**src/rtl/core/ueu_pkg.sv**
```systemverilog
// ----------------------------------------------------------------------------
// ueu_pkg: shared types and constants
// Beat payloads, sqrt/div3 cell stage types and fixed-point constants.
// ----------------------------------------------------------------------------
`timescale 1ns / 1ps

package ueu_pkg;

   localparam int DIST_W       = 32;
   localparam int DX_W         = 31;
   localparam int RAD_W        = 64;   // Q32.32 radicand
   localparam int ROOT_W       = RAD_W / 2;
   localparam int REM_W        = ROOT_W + 2;
   localparam int BASE_W       = 36;   // wide enough for a+b+c+root
   localparam int SQRT_CELLS   = ROOT_W;
   localparam int DIV3_W       = 36;
   localparam int DIV3_DIGITS  = 6;    // radix-4 digits per div3 cell
   localparam int DIV3_CELLS   = DIV3_W / (2 * DIV3_DIGITS);

   // floor(x/3) is taken on x + 3*2^32 so the dividend is never negative
   localparam logic signed [BASE_W-1:0] DIV3_OFFSET = 36'sd12884901888;
   localparam logic signed [BASE_W-1:0] DIV3_BIAS   = 36'sd4294967296;
   localparam logic signed [BASE_W-1:0] RES_MAX     = 36'sd2147483647;
   localparam logic signed [BASE_W-1:0] RES_MIN     = -36'sd2147483648;

   localparam logic [DX_W-1:0] GRID_SPACING_RESET = 31'd65536;

   typedef enum logic [1:0] {
      DIV_BY_ONE,
      DIV_BY_TWO,
      DIV_BY_THREE
   } div_sel_type;

   typedef struct packed {
      logic                     mode;
      logic signed [DIST_W-1:0] dist_a;
      logic signed [DIST_W-1:0] dist_b;
      logic signed [DIST_W-1:0] dist_c;
   } req_payload_type;

   typedef struct packed {
      logic signed [DIST_W-1:0] distance;
      logic                     saturated;
   } rsp_payload_type;

   typedef struct packed {
      logic [RAD_W-1:0]         rad;
      logic [REM_W-1:0]         rem;
      logic [ROOT_W-1:0]        root;
      logic signed [BASE_W-1:0] base;
      div_sel_type              div;
   } sqrt_stage_type;

   typedef struct packed {
      logic signed [BASE_W-1:0] num;
      div_sel_type              div;
      logic [DIV3_W-1:0]        u;
      logic [1:0]               rem;
      logic [DIV3_W-1:0]        quo;
   } div3_stage_type;

endpackage

```
**src/rtl/core/ueu_div3_cell.sv**
```systemverilog
// ----------------------------------------------------------------------------
// ueu_div3_cell: floor division by three, a group of radix-4 digits per cell
// Remainder stays in 0..2, so each digit step is a 4-bit compare.
// ----------------------------------------------------------------------------
`timescale 1ns / 1ps

module ueu_div3_cell
   import ueu_pkg::*;
(
   input  logic           clock,
   input  logic           reset,
   input  logic           en,
   input  logic           up_valid,
   input  div3_stage_type up_stage,
   output logic           dn_valid,
   output div3_stage_type dn_stage
);

   logic           valid_ff;
   div3_stage_type stage_ff;
   div3_stage_type stage_in;
   logic [3:0]     t;
   logic [1:0]     qd;

   always_comb begin
      stage_in = up_stage;
      t  = '0;
      qd = '0;
      for (int j = 0; j < DIV3_DIGITS; j++) begin
         t = {stage_in.rem, stage_in.u[DIV3_W-1 -: 2]};
         priority if (t >= 4'd9) begin
            qd = 2'd3;
            stage_in.rem = 2'(t - 4'd9);
         end else if (t >= 4'd6) begin
            qd = 2'd2;
            stage_in.rem = 2'(t - 4'd6);
         end else if (t >= 4'd3) begin
            qd = 2'd1;
            stage_in.rem = 2'(t - 4'd3);
         end else begin
            qd = 2'd0;
            stage_in.rem = t[1:0];
         end
         stage_in.u   = {stage_in.u[DIV3_W-3:0], 2'b00};
         stage_in.quo = {stage_in.quo[DIV3_W-3:0], qd};
      end
   end

   always_ff @(posedge clock) begin
      if (reset) begin
         valid_ff <= 1'b0;
      end else if (en) begin
         valid_ff <= up_valid;
      end
   end

   always_ff @(posedge clock) begin
      if (en) begin
         stage_ff <= stage_in;
      end
   end

   assign dn_valid = valid_ff;
   assign dn_stage = stage_ff;

endmodule

```
**config.mk**
```make
export PLATFORM = sky130hd
export DESIGN_NAME = ueu_div3_cell
export DESIGN_NICKNAME = d
export VERILOG_FILES = /design/src/rtl/core/ueu_pkg.sv /design/src/rtl/core/ueu_div3_cell.sv
export SDC_FILE = /design/constraint.sdc
export NUM_CORES = 1
export LEC_CHECK = 0
export BUFFER_PORTS_ARGS = -buffer_cell sky130_fd_sc_hd__buf_4
export CORE_UTILIZATION = 46
export CTS_BUF_LIST = sky130_fd_sc_hd__clkbuf_4 sky130_fd_sc_hd__clkbuf_8 sky130_fd_sc_hd__clkbuf_16
export DETAILED_ROUTE_END_ITERATION = 8
export GPL_ROUTABILITY_DRIVEN = 0
export PLACE_DENSITY = 0.84
export SLEW_MARGIN = 5
export SYNTH_ARGS = -nofsm -noshare
export SYNTH_HDL_FRONTEND = slang
export SYNTH_SLANG_ARGS = --single-unit
```
**constraint.sdc**
```tcl
create_clock -name clock -period 7.3 [get_ports clock]
set_clock_uncertainty 0.05 [all_clocks]
set_input_delay 1.825 -clock clock [delete_from_list [all_inputs] [get_ports clock]]
set_output_delay 1.825 -clock clock [all_outputs]
set_load 0.1 [all_outputs]
```
; ---- Word level (Yosys, flattened, before mapping)
; Cells that the tools add are included.
[op_classes]
n_mux = 30
magnitude_cmp = 18
addsub = 18
reduce_logical = 6
[op_table]
columns = operator, count
row1 = $mux W2, 18
row2 = $ge A4 B2 Y1 const B, 6
row3 = $ge A4 B3 Y1 const B, 6
row4 = $ge A4 B4 Y1 const B, 6
row5 = $sub A2 B2 Y2 const B, 12
row6 = $mux W1, 12
row7 = $reduce_or A2 Y1, 6
row8 = $sub A2 B1 Y2 const B, 6
[word_totals]
inputBits = 116
reg_bits = 101
wordCells = 90

; ---- Depth between registers and ports, before layout
[depth]
ltp_word = 24
depth_mapped = 18

; ---- Worst setup path before layout
; No wires, ideal clock.
[synth_path]
path_type = input port to flip-flop
startpoint = in up_stage[72] (netlist bit)
endpoint = reg stage_ff (netlist bit dn_stage[36]) (data pin)
path_stages = 18
required_time_ps = 7060
setup_slack_ps = 1444
setup_time_ps = 190
t_arrival_ps = 5616
path_cell_list = inv_1 -> ha_1 -> or3b_1 -> o32a_1 -> and2_1 -> a221oi_2 -> or2_1 -> mux2_2 -> a211oi_2 -> buf_4 -> nand4_1 -> o31ai_2 -> nor2_2 -> or3_4 -> and3_1 -> buf_2 -> o2111a_1 -> a2111oi_2
[synth_lines]
columns = item, line
row1 = "start, declared", ueu_div3_cell.sv:14  ; input div3_stage_type up_stage,
row2 = "end signal, assigned", ueu_div3_cell.sv:59  ; stage_ff <= stage_in;
row3 = "end, declared", ueu_div3_cell.sv:20  ; div3_stage_type stage_ff;

==> reports/metrics.cfg <==
[status]
status = finished clean

[power_and_ir_drop]
finalPower_w = 0.00179
power_density_nw_per_um2 = 280
ir_drop_mv = 0.132
p_leak_nw = 2.72

[critical_path]
slowest_stage = o311ai_2
crit_top_cell = buf_4
path_cells = buf_4 -> inv_1 -> ha_1 -> nor3b_2 -> o311ai_2 -> nand3_1 -> a221oi_2 -> or2_1 -> mux2_2 -> a211oi_2 -> buf_4 -> o311ai_1 -> a31oi_2 -> nor2_2 -> or3_4 -> and3_1 -> o2111a_1 -> a2111oi_2
arrival_ps = 6280
crit_required_ps = 7400
crit_family = compound AO/OA/AOI/OAI gates
criticalPathCategory = in2reg
cp-end-kind = flop
critPathBufInv = 3
cpPeakStageDelay_ps = 430
path_max_fanout = 11
start_kind = primary input

[sta]
tns_ps = 0
slew_violations = 0
max_freq_mhz = 162
slew_headroom = 0.405
rsz0062_at_grt = false
final-setup-viol-count = 0
timing.final.crit_share = 0.847
period_minus_slack_ps = 6180
hold_violations = 0
worst_pin_slew_ps = 892

[floorplan]
dieHeight_um = 101
row_count = 35
die-width_um = 101
initial_core_util = 0.484
pin_count = 229
die_area_um2 = 10300
core_area_um2 = 9420

[clocking]
cts_setup_buffers = 0
insertion_delay_ps = 350
cts-root-buf = clkbuf_8
hold_buffers = 0
htreeDepth = 3
clk_pin_slew_ps = 100
cts_resized = 0
cts.path.max_buffers = 2
cts_tree = built
cts_sinks = 101
cts_buffers = 9

[drt]
via_count = 3377
totalWireLength_um = 11500
drtIter0Drc = 117
postRouteAntennaNets = 0
first_pass_iters = 6
wl_per_cell_um = 17.6
vias_per_cell = 5.17
drc_errors = 0

[synth]
yosysUniqueCellTypes = 66
synth-seq-area-share = 0.664
async_reset_ff_frac = 0
synth_ff_type = edfxtp_1
syn_avg_cell_area_um2 = 14.9
syn_area_um2 = 4550
ys_ff_latch = 101
synth_edf_count = 100
yosys_warnings = 0
postSynthCellCount = 306

[flow_run]
drv_cap = 0

[final_layout]
finalNonFillerCells = 653
fin_nets = 659
layout_commonest_cell = buf_4
multiInputGateArea_um2 = 1410
nFillCells = 672
mostFrequentLayoutCells = buf_4, edfxtp_1, ha_1
drive_gt1_frac = 0.466
regArea_um2 = 3020
area_delta_synth_final_pct = 40.3
n_antenna_cell = 0

[global_route]
grt_max_degree = 74
grt.total_usage = 0.217
grt.overflow.total = 0
antenna_found_initial = 0
grt_pass1_vias = 3224
grt_pass1_wl_um = 16400

[placed_design]
io_buffers = 204
dp_hpwl_um = 9190
dp.cells = 637

[worst_hold_path]
hp-class = reg2reg

[area by class of cell]
type | instances | share of cell area
sequential | 101 | 0.473
timing repair buffer | 206 | 0.242
multi-input combinational | 186 | 0.221
tap | 129 | 0.0253
clock buffer | 9 | 0.0194
clock inverter | 7 | 0.0106
inverter | 15 | 0.00881
[kinds of logic (layout without fill, tap and decap cells)]
group / Yosys count / after routing / synth area share
other cells: 1 / 12 / 0.000824
buf+inv: 30 / 237 / 0.0357
xor+xnor: 1 / 1 / 0.00192
simple gates: 80 / 80 / 0.0998
fa+ha+maj: 24 / 24 / 0.0660
mux: 9 / 9 / 0.0206
compound gates: 60 / 60 / 0.111
flops: 101 / 101 / 0.664
[through the flow]
step / setup slack [ps] / util / area, µm² / hold WS (ps)
final: 1120 / 0.678 / 6390 / 481
after global routing: 730 / 0.678 / 6390 / 522
after CTS: 1140 / 0.678 / 6390 / 485
after detailed placement: 785 / 0.658 / 6200 / 458
after global placement: 911 / 0.658 / 6200 / 432
after floorplan: 1440 / - / 4590 / 921
[worst paths after layout]
path / cells past startpoint / slack (ps) / end / from
max reg2reg: 2 / 6630 / dn_valid$_SDFFE_PP0P_ / dn_valid$_SDFFE_PP0P_
min reg2reg: 2 / 480 / dn_valid$_SDFFE_PP0P_ / dn_valid$_SDFFE_PP0P_
max: 18 / 1120 / dn_stage[36]$_DFFE_PP_ / up_stage[72]
min: 2 / 480 / dn_valid$_SDFFE_PP0P_ / dn_valid$_SDFFE_PP0P_
[routing by layer]
metal,up-vias,global-route usage,wire length [µm]
met5,-,0,0
met4,0,0.0814,299
met3,18,0.0683,873
met2,146,0.422,6330
met1,1620,0.214,4010
li1,1593,-,-
[worst min-delay path, cell delays in order (launching register included)]
cell     delay, ps
dfxtp_1        340
mux2i_1         80
nor2_1          80
[where the power goes]
part	total, W	internal [W]	leakage [nW]	switching, W
registers	0.000721	0.000704	0.988	0.0000164
logic	0.000736	0.000166	1.63	0.000570
clock network	0.000331	0.000132	0.0989	0.000199
total	0.00179	0.00100	2.72	0.000785
[sequential cells by signal, summed over array words and instances, names as in the netlist]
name	flops
dn_valid	1
dn_stage	100
[synthesized netlist by cell type (2+ instances only)]
library cell | n | share of area
or3_4 | 2 | 0.0049
mux2i_1 | 6 | 0.013
a2111oi_2 | 2 | 0.0066
nand2b_1 | 5 | 0.0069
a21oi_1 | 6 | 0.0066
edfxtp_1 | 100 | 0.66
nand2_1 | 11 | 0.0091
a31oi_2 | 2 | 0.0055
a211oi_1 | 2 | 0.0033
nor2_1 | 17 | 0.014
and2_1 | 5 | 0.0069
nand3_1 | 9 | 0.0099
o22ai_1 | 2 | 0.0027
o21ai_0 | 6 | 0.0066
inv_1 | 15 | 0.012
buf_4 | 13 | 0.021
a211oi_2 | 3 | 0.0082
nand4_1 | 2 | 0.0027
and3_1 | 3 | 0.0041
a211o_1 | 4 | 0.0077
a31oi_1 | 2 | 0.0027
o21a_1 | 2 | 0.0033
mux2_2 | 3 | 0.0074
nor3_1 | 10 | 0.011
or3_1 | 2 | 0.0027
o311ai_1 | 2 | 0.0038
o21ai_1 | 4 | 0.0044
ha_1 | 24 | 0.066
nor2b_1 | 5 | 0.0069
Power figures use the tool's default switching activity.
