**config.mk**
```make
export PLATFORM = sky130hd
export DESIGN_NAME = ueu_sqrt_cell
export DESIGN_NICKNAME = d
export VERILOG_FILES = /design/src/rtl/core/ueu_pkg.sv /design/src/rtl/core/ueu_sqrt_cell.sv
export SDC_FILE = /design/constraint.sdc
export NUM_CORES = 1
export LEC_CHECK = 0
export BUFFER_PORTS_ARGS = -buffer_cell sky130_fd_sc_hd__buf_2
export CORE_MARGIN = 3
export CORE_UTILIZATION = 35
export CTS_BUF_LIST = sky130_fd_sc_hd__clkbuf_16
export CTS_CLUSTER_SIZE = 25
export DETAILED_ROUTE_END_ITERATION = 6
export PLACE_DENSITY = 0.65
export SLEW_MARGIN = 0
export SYNTH_ARGS = -nofsm -noshare
export SYNTH_HDL_FRONTEND = slang
export SYNTH_SLANG_ARGS = --single-unit
```
**constraint.sdc**
```tcl
create_clock -name clock -period 3.7 [get_ports clock]
set_clock_uncertainty 0.05 [all_clocks]
set_input_delay 0.74 -clock clock [delete_from_list [all_inputs] [get_ports clock]]
set_output_delay 0.74 -clock clock [all_outputs]
set_load 0.02 [all_outputs]
```
**src/rtl/core/ueu_pkg.sv**
```systemverilog
// ----------------------------------------------------------------------------
// ueu_pkg: shared types and constants
// Beat payloads, sqrt/div3 cell stage types and fixed-point constants.
// ----------------------------------------------------------------------------
`timescale 1ns / 1ps

package ueu_pkg;

   localparam int DIST_W       = 32;
   localparam int DX_W         = 31;
   localparam int RAD_W        = 64;   // Q32.32 radicand
   localparam int ROOT_W       = RAD_W / 2;
   localparam int REM_W        = ROOT_W + 2;
   localparam int BASE_W       = 36;   // wide enough for a+b+c+root
   localparam int SQRT_CELLS   = ROOT_W;
   localparam int DIV3_W       = 36;
   localparam int DIV3_DIGITS  = 6;    // radix-4 digits per div3 cell
   localparam int DIV3_CELLS   = DIV3_W / (2 * DIV3_DIGITS);

   // floor(x/3) is taken on x + 3*2^32 so the dividend is never negative
   localparam logic signed [BASE_W-1:0] DIV3_OFFSET = 36'sd12884901888;
   localparam logic signed [BASE_W-1:0] DIV3_BIAS   = 36'sd4294967296;
   localparam logic signed [BASE_W-1:0] RES_MAX     = 36'sd2147483647;
   localparam logic signed [BASE_W-1:0] RES_MIN     = -36'sd2147483648;

   localparam logic [DX_W-1:0] GRID_SPACING_RESET = 31'd65536;

   typedef enum logic [1:0] {
      DIV_BY_ONE,
      DIV_BY_TWO,
      DIV_BY_THREE
   } div_sel_type;

   typedef struct packed {
      logic                     mode;
      logic signed [DIST_W-1:0] dist_a;
      logic signed [DIST_W-1:0] dist_b;
      logic signed [DIST_W-1:0] dist_c;
   } req_payload_type;

   typedef struct packed {
      logic signed [DIST_W-1:0] distance;
      logic                     saturated;
   } rsp_payload_type;

   typedef struct packed {
      logic [RAD_W-1:0]         rad;
      logic [REM_W-1:0]         rem;
      logic [ROOT_W-1:0]        root;
      logic signed [BASE_W-1:0] base;
      div_sel_type              div;
   } sqrt_stage_type;

   typedef struct packed {
      logic signed [BASE_W-1:0] num;
      div_sel_type              div;
      logic [DIV3_W-1:0]        u;
      logic [1:0]               rem;
      logic [DIV3_W-1:0]        quo;
   } div3_stage_type;

endpackage

```
**src/rtl/core/ueu_sqrt_cell.sv**
```systemverilog
// ----------------------------------------------------------------------------
// ueu_sqrt_cell: one digit of the integer square root
// Restoring digit-by-digit step; a root bit per cycle per cell when enabled.
// ----------------------------------------------------------------------------
`timescale 1ns / 1ps

module ueu_sqrt_cell
   import ueu_pkg::*;
(
   input  logic           clock,
   input  logic           reset,
   input  logic           en,
   input  logic           up_valid,
   input  sqrt_stage_type up_stage,
   output logic           dn_valid,
   output sqrt_stage_type dn_stage
);

   logic           valid_ff;
   sqrt_stage_type stage_ff;
   sqrt_stage_type stage_in;
   logic [REM_W+1:0] cur;
   logic [REM_W+1:0] trial;
   logic [REM_W+1:0] diff;
   logic             take;

   always_comb begin
      cur   = {up_stage.rem, up_stage.rad[RAD_W-1 -: 2]};
      trial = {2'b00, up_stage.root, 2'b01};
      diff  = cur - trial;
      take  = (cur >= trial);
      stage_in      = up_stage;
      stage_in.rem  = take ? diff[REM_W-1:0] : cur[REM_W-1:0];
      stage_in.root = {up_stage.root[ROOT_W-2:0], take};
      stage_in.rad  = {up_stage.rad[RAD_W-3:0], 2'b00};
   end

   always_ff @(posedge clock) begin
      if (reset) begin
         valid_ff <= 1'b0;
      end else if (en) begin
         valid_ff <= up_valid;
      end
   end

   always_ff @(posedge clock) begin
      if (en) begin
         stage_ff <= stage_in;
      end
   end

   assign dn_valid = valid_ff;
   assign dn_stage = stage_ff;

endmodule

```
; Word-level counts from Yosys, hierarchy flattened
; Index checks and enable logic that the tools add are counted.
[totals]
register_bits = 167
latch_bits = 0
mem_bits_rw = 0
mem_bits_ro = 0
in_bits = 172
n_memories = 0
[classes]
n_addsub = 1
multipliers = 0
div_mod_pow = 0
magnitude_cmp = 1
n_eq_ne = 0
n_shift = 0
mux = 1
bitwise = 0
n_reduce_logical = 0
[op_table]
columns = cell, n
row1 = $ge 36x34->1, 1
row2 = $mux 34, 1
row3 = $sub 34x34->34, 1

; Logic depth before layout (Yosys ltp)
; Gate-level depths: netlist (run 1).
[logic_depth]
ltp_word = 2
mapped_depth = 13
ltp_nobuf = 10

; Least setup slack after synthesis (run 1)
; OpenSTA, ideal clock, no wires.
[synth_path]
path_kind = input-to-reg
start = input port up_stage[65] in the netlist's numbering
end = register stage_ff, in the netlist dn_stage[73] (data pin)
arrival_ns = 2.860
t_required_ns = 3.388
slack_ns = 0.528
cell_stages = 10
cell_sequence = inv_1 ha_1 a21o_1 a21o_1 a21o_1 a311o_1 a211oi_1 o21a_1 buf_4 mux2_1
[synth_rtl]
columns = element, line
row1 = from (decl), ueu_sqrt_cell.sv:14  ; input sqrt_stage_type up_stage,
row2 = to (signal assigned), ueu_sqrt_cell.sv:48  ; stage_ff <= stage_in;
row3 = to (decl), ueu_sqrt_cell.sv:20  ; sqrt_stage_type stage_ff;

==> summary by stage, run 1 <==
STA
Counting I/O delays and the setup requirement, the final critical path takes 3100 ps. The total negative slack for setup checks is 0 ps. The final max-slew violation count came to 0. The final hold violation count is 0. For the pin with the worst max-slew slack, the measured transition is 727 ps.

Headroom to the max-slew limit came out at 0.515. Setup repair after global routing left no endpoint under its margin. Setup violations remaining at the end of the flow were counted as 0.

The portion of the clock cycle consumed by the worst path in the final layout is 0.839. Timing would allow up to 322 MHz.

Layout
Of the cells placed in the final design, the portion with a size suffix greater than 1 is 0.434. The number of nets in the finished design is 1,099. The register area is 5000 µm². The count of cells in the finished layout, fillers not included, comes to 1,184.

In the final layout, the multi-input gates occupy 2170 µm². The filler cells instantiated in the layout total 1,860. The area overhead of the layout relative to synthesis is 36.8%.

Worst setup path
The reg2reg setup slack is 3050 ps. The worst-case reg-to-reg path depth is 2. Data arrives at the worst endpoint at 3230 ps. For the worst setup path, the data required time is 3820 ps. The worst setup path is captured at a register. In this run the critical register-to-register path is launched from dn_valid.

In this run the critical register-to-register path is captured at dn_valid. The worst setup path is of the primary input to register kind. The maximum fanout along the worst path is 13. The type of origin of the critical path is a primary input.

Worst hold path
Along the worst hold path, the cell count comes to 2. The startpoint identified for the worst hold timing path is reset. The worst hold path belongs to the class primary input to register. The capture endpoint of the worst hold path is dn_valid.

Flow run
Across the run, the number of max-cap violations was 0.

Yosys
The gate count after technology mapping is 535. For this run, the register share of the synthesized area comes to 0.677. The yosys synthesis warning count is 0. The cell area after synthesis is 7390 µm².

Yosys mapped a number of flops with a built-in enable equal to 166. Counting flops and latches in the post-synthesis netlist gives 167. The number of distinct library cells after synthesis is 58. The synthesized area per cell is 13.8 µm². The top flip-flop cell by instance count after synthesis is edfxtp_1. In the synthesized netlist the async set-or-reset flop fraction comes to 0.

Clock tree
The H-tree was split into 4 levels. The total clock buffers created by CTS is 17. The number of buffers added to fix hold violations after cts is 0. Counting every sink on the clock net gives 167. The clock latency on the worst-skew pair is 410 ps. TritonCTS built the clock tree. Clock-pin slew was measured on the worst setup and hold paths at 70 ps. The buffer levels on the longest clock path is 2. The number of cells upsized or downsized after cts is 0. The cell sitting at the root of the clock tree is a clkbuf_16.

The number of setup buffers added after CTS is 0.

Floorplanning
The die covers 22,900 µm². The chip width is 151 µm. The number of cell rows is 52. In this run the vertical extent of the chip is 151 µm.

The floorplan step defined a core boundary enclosing 20,500 µm². The I/O pin count is 341. For this configuration, the core starts out at a cell density of 0.361.

Power and ir drop
The share of total power dissipated in sequential elements is 0.458. The internal portion of the total power is 3.58 mW. The total net switching power is 1.53 mW. Of the total power, combinational logic draws 0.197.

For this design the static power due to leakage is 4.52 nW. Dividing total power by cell area gives a power density of 506 nW/µm². The switching power share of the total is 0.300.

Of the total power, the clock network draws 0.345. IR analysis of the VDD net gives a maximum drop of 0.000312 V.

Outcome
The flow ran to the end, and the final reports show no timing, DRC or antenna violations.

GRT
The initial antenna violation count is 8. For this run, global-route usage on met1 was measured as 0.195. The first global-routing pass estimated 30,500 µm of wire.

Entering global routing, the biggest net connects 76 pins. For this run, global-route usage on met3 was measured as 0.0491. The layer flagged by global routing as most heavily used is met2. The routing usage on met2 is 0.327. The total track usage is 0.179. Global routing finished with a remaining overflow of 0. The number of global-route vias before repair came to 5,491.

Drt
The wire length per cell is 18.2 µm. The number of violations reported at the end of detailed-routing iteration 0 is 294. The per-cell via count in the routed design is 4.74. The count of vias placed by the detailed router is 5,616.

The DRC violation count after routing is 0. The count of nets left with antenna violations once routing finished came out at 0. The number of search-and-repair iterations in the first detailed-routing pass is 4. After detailed routing, the total wire length is 21,600 µm.

Placement
Input and output buffers added on the ports amount to 338. After legalization and detailed placement, the total HPWL measured 17,100 µm. After detailed placement, the design holds a cell count of 1,144. The global placer's final weighted congestion is 0.832.
## layer usage
layer  routed length (µm)  vias to the layer above  part of all wire
li1                     -                     2729                 -
met1                 7840                     2649              0.36
met2                11500                      211              0.53
met3                 1750                       27             0.081
met4                  484                        0             0.022
met5                    0                        -                 0
## how the worst max path moves through the flow
stage / from / to / slack [ps] / cells after the start
after detailed placement: up_stage[45] / dn_stage[71] / 140 / 10
after global routing: up_stage[45] / dn_stage[71] / 450 / 10
after CTS: up_stage[45] / dn_stage[71] / 610 / 10
after global placement: up_stage[45] / dn_stage[102] / 240 / 10
final: up_stage[45] / dn_stage[102] / 600 / 10
after floorplan: up_stage[65] / dn_stage[73] / 530 / 10
## sequential cells by signal, summed over array words and instances (netlist names)
register  cells
dn_stage    166
dn_valid      1
## stage by stage
stage,setup WS (ps),area (µm²),power [mW],util,hold WS (ps)
after floorplan,528,7400,2.97,-,529
after global placement,237,9510,3.39,0.464,421
after detailed placement,144,9510,3.40,0.464,479
after CTS,612,10100,5.17,0.492,408
after global routing,446,10100,5.35,0.493,410
final,597,10100,5.11,0.493,430
## power by group through the flow
stage / Clock, mW / Combinational (mW) / Sequential [mW]
2_1_floorplan: 0 / 0.347 / 2.63
3_3_place_gp: 0 / 1.00 / 2.38
3_5_place_dp: 0 / 1.02 / 2.38
4_1_cts: 1.81 / 1.02 / 2.34
5_1_grt: 1.89 / 1.10 / 2.36
6_report: 1.76 / 1.01 / 2.34
## cells in the final DEF (no fill, tap or decap), drive strengths merged, types with 16 or more instances in the layout
cell	count
xor2	16
nand2	48
a21oi	26
ha	34
o21ai	44
buf	352
a21o	22
clkbuf	17
edfxtp	166
inv	51
## cell usage after synthesis (all sizes together), types with 2 or more instances
cell,count,share of area
a21boi,3,0.0036
ha,34,0.058
o211ai,3,0.0030
a31o,2,0.0024
a221oi,2,0.0032
a31oi,5,0.0042
and3,9,0.0076
nor3,8,0.0054
buf,9,0.0071
nor2b,2,0.0017
nand3,4,0.0027
mux2i,4,0.0054
mux2,3,0.0046
o31a,2,0.0024
a21o,22,0.023
o41ai,3,0.0036
nand4,7,0.0059
o21ai,44,0.030
nand2b,6,0.0051
o221ai,2,0.0024
a21oi,26,0.018
o31ai,3,0.0030
inv,42,0.021
nand2,48,0.024
nor2,15,0.0076
xor2,16,0.019
clkbuf,5,0.0025
edfxtp,166,0.67
and2,6,0.0051
a311oi,2,0.0071
o21a,2,0.0022
xnor2,12,0.014
## worst max-delay path: stages
cell	delay [ps]
buf_2	90
inv_1	40
ha_1	370
a21o_1	240
o41ai_1	460
o211ai_1	220
a211oi_1	280
o21a_2	360
inv_2	100
mux2_1	320
## final cells by class
class	count	share of cell area
well taps	270	0.0334
diodes	8	0.00198
repair buffers	352	0.182
inverters	42	0.0156
clock inverters	15	0.0158
clock buffers	17	0.0421
flip-flops and latches	167	0.495
multi-input cells	313	0.214
## logic make-up after synthesis
| logic type | count (synthesis) | synth area share |
|---|---|---|
| AO/OA/AOI/OAI | 129 | 0.117 |
| multiplexers | 7 | 0.00998 |
| AND/OR/NAND/NOR | 113 | 0.0743 |
| buffers and inverters | 56 | 0.0310 |
| XOR/XNOR | 28 | 0.0332 |
| other | 1 | 0.000507 |
| flip-flops | 167 | 0.677 |
| adder cells (fa/ha/maj) | 34 | 0.0575 |
Note: power is estimated with default switching activity, not from simulation.
==> inputs of run 2 (changes only) <==
PLACE_DENSITY = 0.67   (was 0.65)
clock period = 2.7 ns   (was 3.7 ns; I/O delays follow)
==> run 2 against run 1 <==
Effect of this change:
- setup slack got worse by 480 ps
- critical path depth increased by 1
- combinational power increased by 56%
- die area unchanged
- final cell count increased by 6.8%
- hold slack got worse by 200 ps
- sequential power increased by 37%
- cell area increased by 8.2%
- clock power increased by 35%
- sequential cell count unchanged
- register-to-register slack got worse by 1000 ps
- largest cell class unchanged
- largest power group unchanged
==> summary by stage, run 2 (same netlist as run 1, synthesis figures left out) <==
Worst setup path
The signal on the critical path passes through buf_2, inv_4, ha_4, a21o_1, or3_1, o21a_2, a311oi_4, o21ai_2, a311oi_4, mux2i_1, a31o_1. At the worst endpoint, the required time is 2840 ps. The element type at the critical path end is a register. The maximum fanout along the worst path is 3. The cell at the slowest stage of the critical path is a311oi_4.

In this design, the critical path's most frequently occurring cell is a311oi_4. The data arrival time of the worst path is 2720 ps. The worst setup path is of the primary input to register kind. The worst setup path is launched from a primary input. In this design, the stage delay of the slowest critical-path cell is 350 ps.

GRT
The initial antenna violation count was 6. In the global route stage, overall resource usage came out at 0.187. The number of global-route vias before repair came to 5,932. Entering global routing, the biggest net connects 49 pins. The total overflow reported by the global router is 0. The wire length of the first global-routing pass is 32,100 µm.

Placement
Routability-driven placement finished with a final weighted congestion of 0.844. Before CTS, the worst setup slack after placement is -482 ps. The number of buffers added on ports is 338. The sum of net half-perimeters after detailed placement is 18,200 µm. The post-placement cell count is 1,225.

STA
Across all setup checks in the final design, the least slack found is 122 ps. The maximum achievable frequency is 388 MHz. The minimum clock period is 2580 ps. The worst-case hold slack is 226 ps. The final max-slew violation count was 0. The portion of the clock cycle consumed by the worst path in the final layout is 0.955. The final hold violation count is 0. The number of setup violations in the final report is 0. Setup repair after global routing could not meet its margin everywhere.

Drt
The count of nets left with antenna violations once routing finished came out at 0. The DRC violation count after routing is 0. The count of vias placed by the detailed router is 5,874.

Wires add up to 22,400 µm. After detailed routing, the average wire length per cell comes to 17.7 µm. Dividing the detail-routed via count by the number of cells gives 4.64. Before antenna repair, the detailed router went through 4 iterations. The number of violations reported at the end of detailed-routing iteration 0 is 284.

Layout
The register with the most flip-flops in the layout has 166 of them. In the layout the commonest cells are buf_2 (337), edfxtp_1 (166), buf_4 (94), nand2_1 (48), inv_1 (39). The number of standard cells in the final layout excluding fillers is 1,265. The combined area of the multi-input logic cells is 2390 µm². The most common cell after layout, fill and taps aside is buf_2.

Measured on the finished design, the core utilization comes to 0.534. The share of cells above drive strength 1 is 0.512. The number of nets in the finished design is 1,182. Registers take 5000 µm². Compared with the post-synthesis result, the final layout area differs by 47.9%. The filler cells instantiated in the layout total 1,811.

Clock tree
Clock latency on the worst-skew pair, taken at its later pin, is 420 ps. The clock tree root driver cell is clkbuf_16. The total clock buffers created by CTS is 17. The total clock sinks is 167. The clock passes through at most 2 buffers. The clock slew at the register clock pins of the worst setup and hold paths is 80 ps. The number of levels the H-tree was split into is 4. TritonCTS built the clock tree.

Flow run
The number of max-cap violations is 0.

Outcome
The run finished with clean final reports.

Floorplanning
The core box area is 20,500 µm². After floorplanning, the core was divided into 52 placement rows. The die covers 22,900 µm². For this configuration, the core starts out at a cell density of 0.361. The die is 151 µm tall.

The chip width is 151 µm. For this design the top-level I/O count stands at 341.

Power and ir drop
The largest vdd supply drop is 0.000394 V. Dividing total power by cell area gives a power density of 655 nW/µm². Summed over all cells, the static leakage comes to 4.95 nW.

Worst hold path
The tightest min-delay check is of the primary input to register type.
## run 2: changes by cell type in the layout (fill, tap and decap cells not counted), sizes merged
cell      delta
clkinvlp     -1
buf         +83
diode        -1
## run 2: worst paths after layout
| path | endpoint | slack, ps | startpoint | cells after the start |
|---|---|---|---|---|
| worst max-delay path | dn_stage[96] | 120 | up_stage[41] | 11 |
| worst min-delay path | dn_stage[107] | 230 | up_stage[105] | 1 |
| worst max register to register | dn_valid | 2030 | dn_valid | 2 |
| worst min register to register | dn_valid | 500 | dn_valid | 2 |
## run 2: area by class of cell
type | instances | share of cell area
tap | 270 | 0.0309
timing repair buffer | 435 | 0.224
inverter | 42 | 0.0146
multi-input combinational | 313 | 0.218
antenna | 7 | 0.00160
sequential | 167 | 0.458
clock buffer | 17 | 0.0389
clock inverter | 14 | 0.0137
## run 2: per-stage QoR
| step | setup TNS [ps] | power [mW] | area [µm²] |
|---|---|---|---|
| after floorplan | -340 | 4.11 | 7590 |
| final | 0 | 7.17 | 10900 |
| after global placement | -9880 | 4.82 | 10300 |
| after CTS | 0 | 7.25 | 10900 |
| after global routing | -20.5 | 7.51 | 10900 |
| after detailed placement | -11370 | 4.84 | 10300 |
## run 2: report_power, final
group | total (mW) | switching, mW | internal [mW] | leakage [nW]
registers | 3.21 | 0.0629 | 3.15 | 1.63
clock network | 2.38 | 1.14 | 1.24 | 0.286
logic | 1.58 | 0.917 | 0.662 | 3.03
## run 2: worst max-delay path: cells and delay by family
family	cells	cell delay, ps
multiplexers	1	130
adder cells (fa/ha/maj)	1	190
buffers and inverters	2	170
AND/OR/NAND/NOR	1	300
AO/OA/AOI/OAI	6	1380
## run 2: layer usage
metal	global-route usage	vias to the layer above	share of wire
li1	-	2889	-
met1	0.207	2750	0.37
met2	0.342	207	0.53
met3	0.0503	28	0.076
met4	0.0684	0	0.024
met5	0	-	0
## run 2: timing repair
item,in CTS,in global routing
pin swaps,0,1
buffers inserted,1,1
resized for setup,1,8
setup endpoints to repair,1,24
hold buffers,0,0
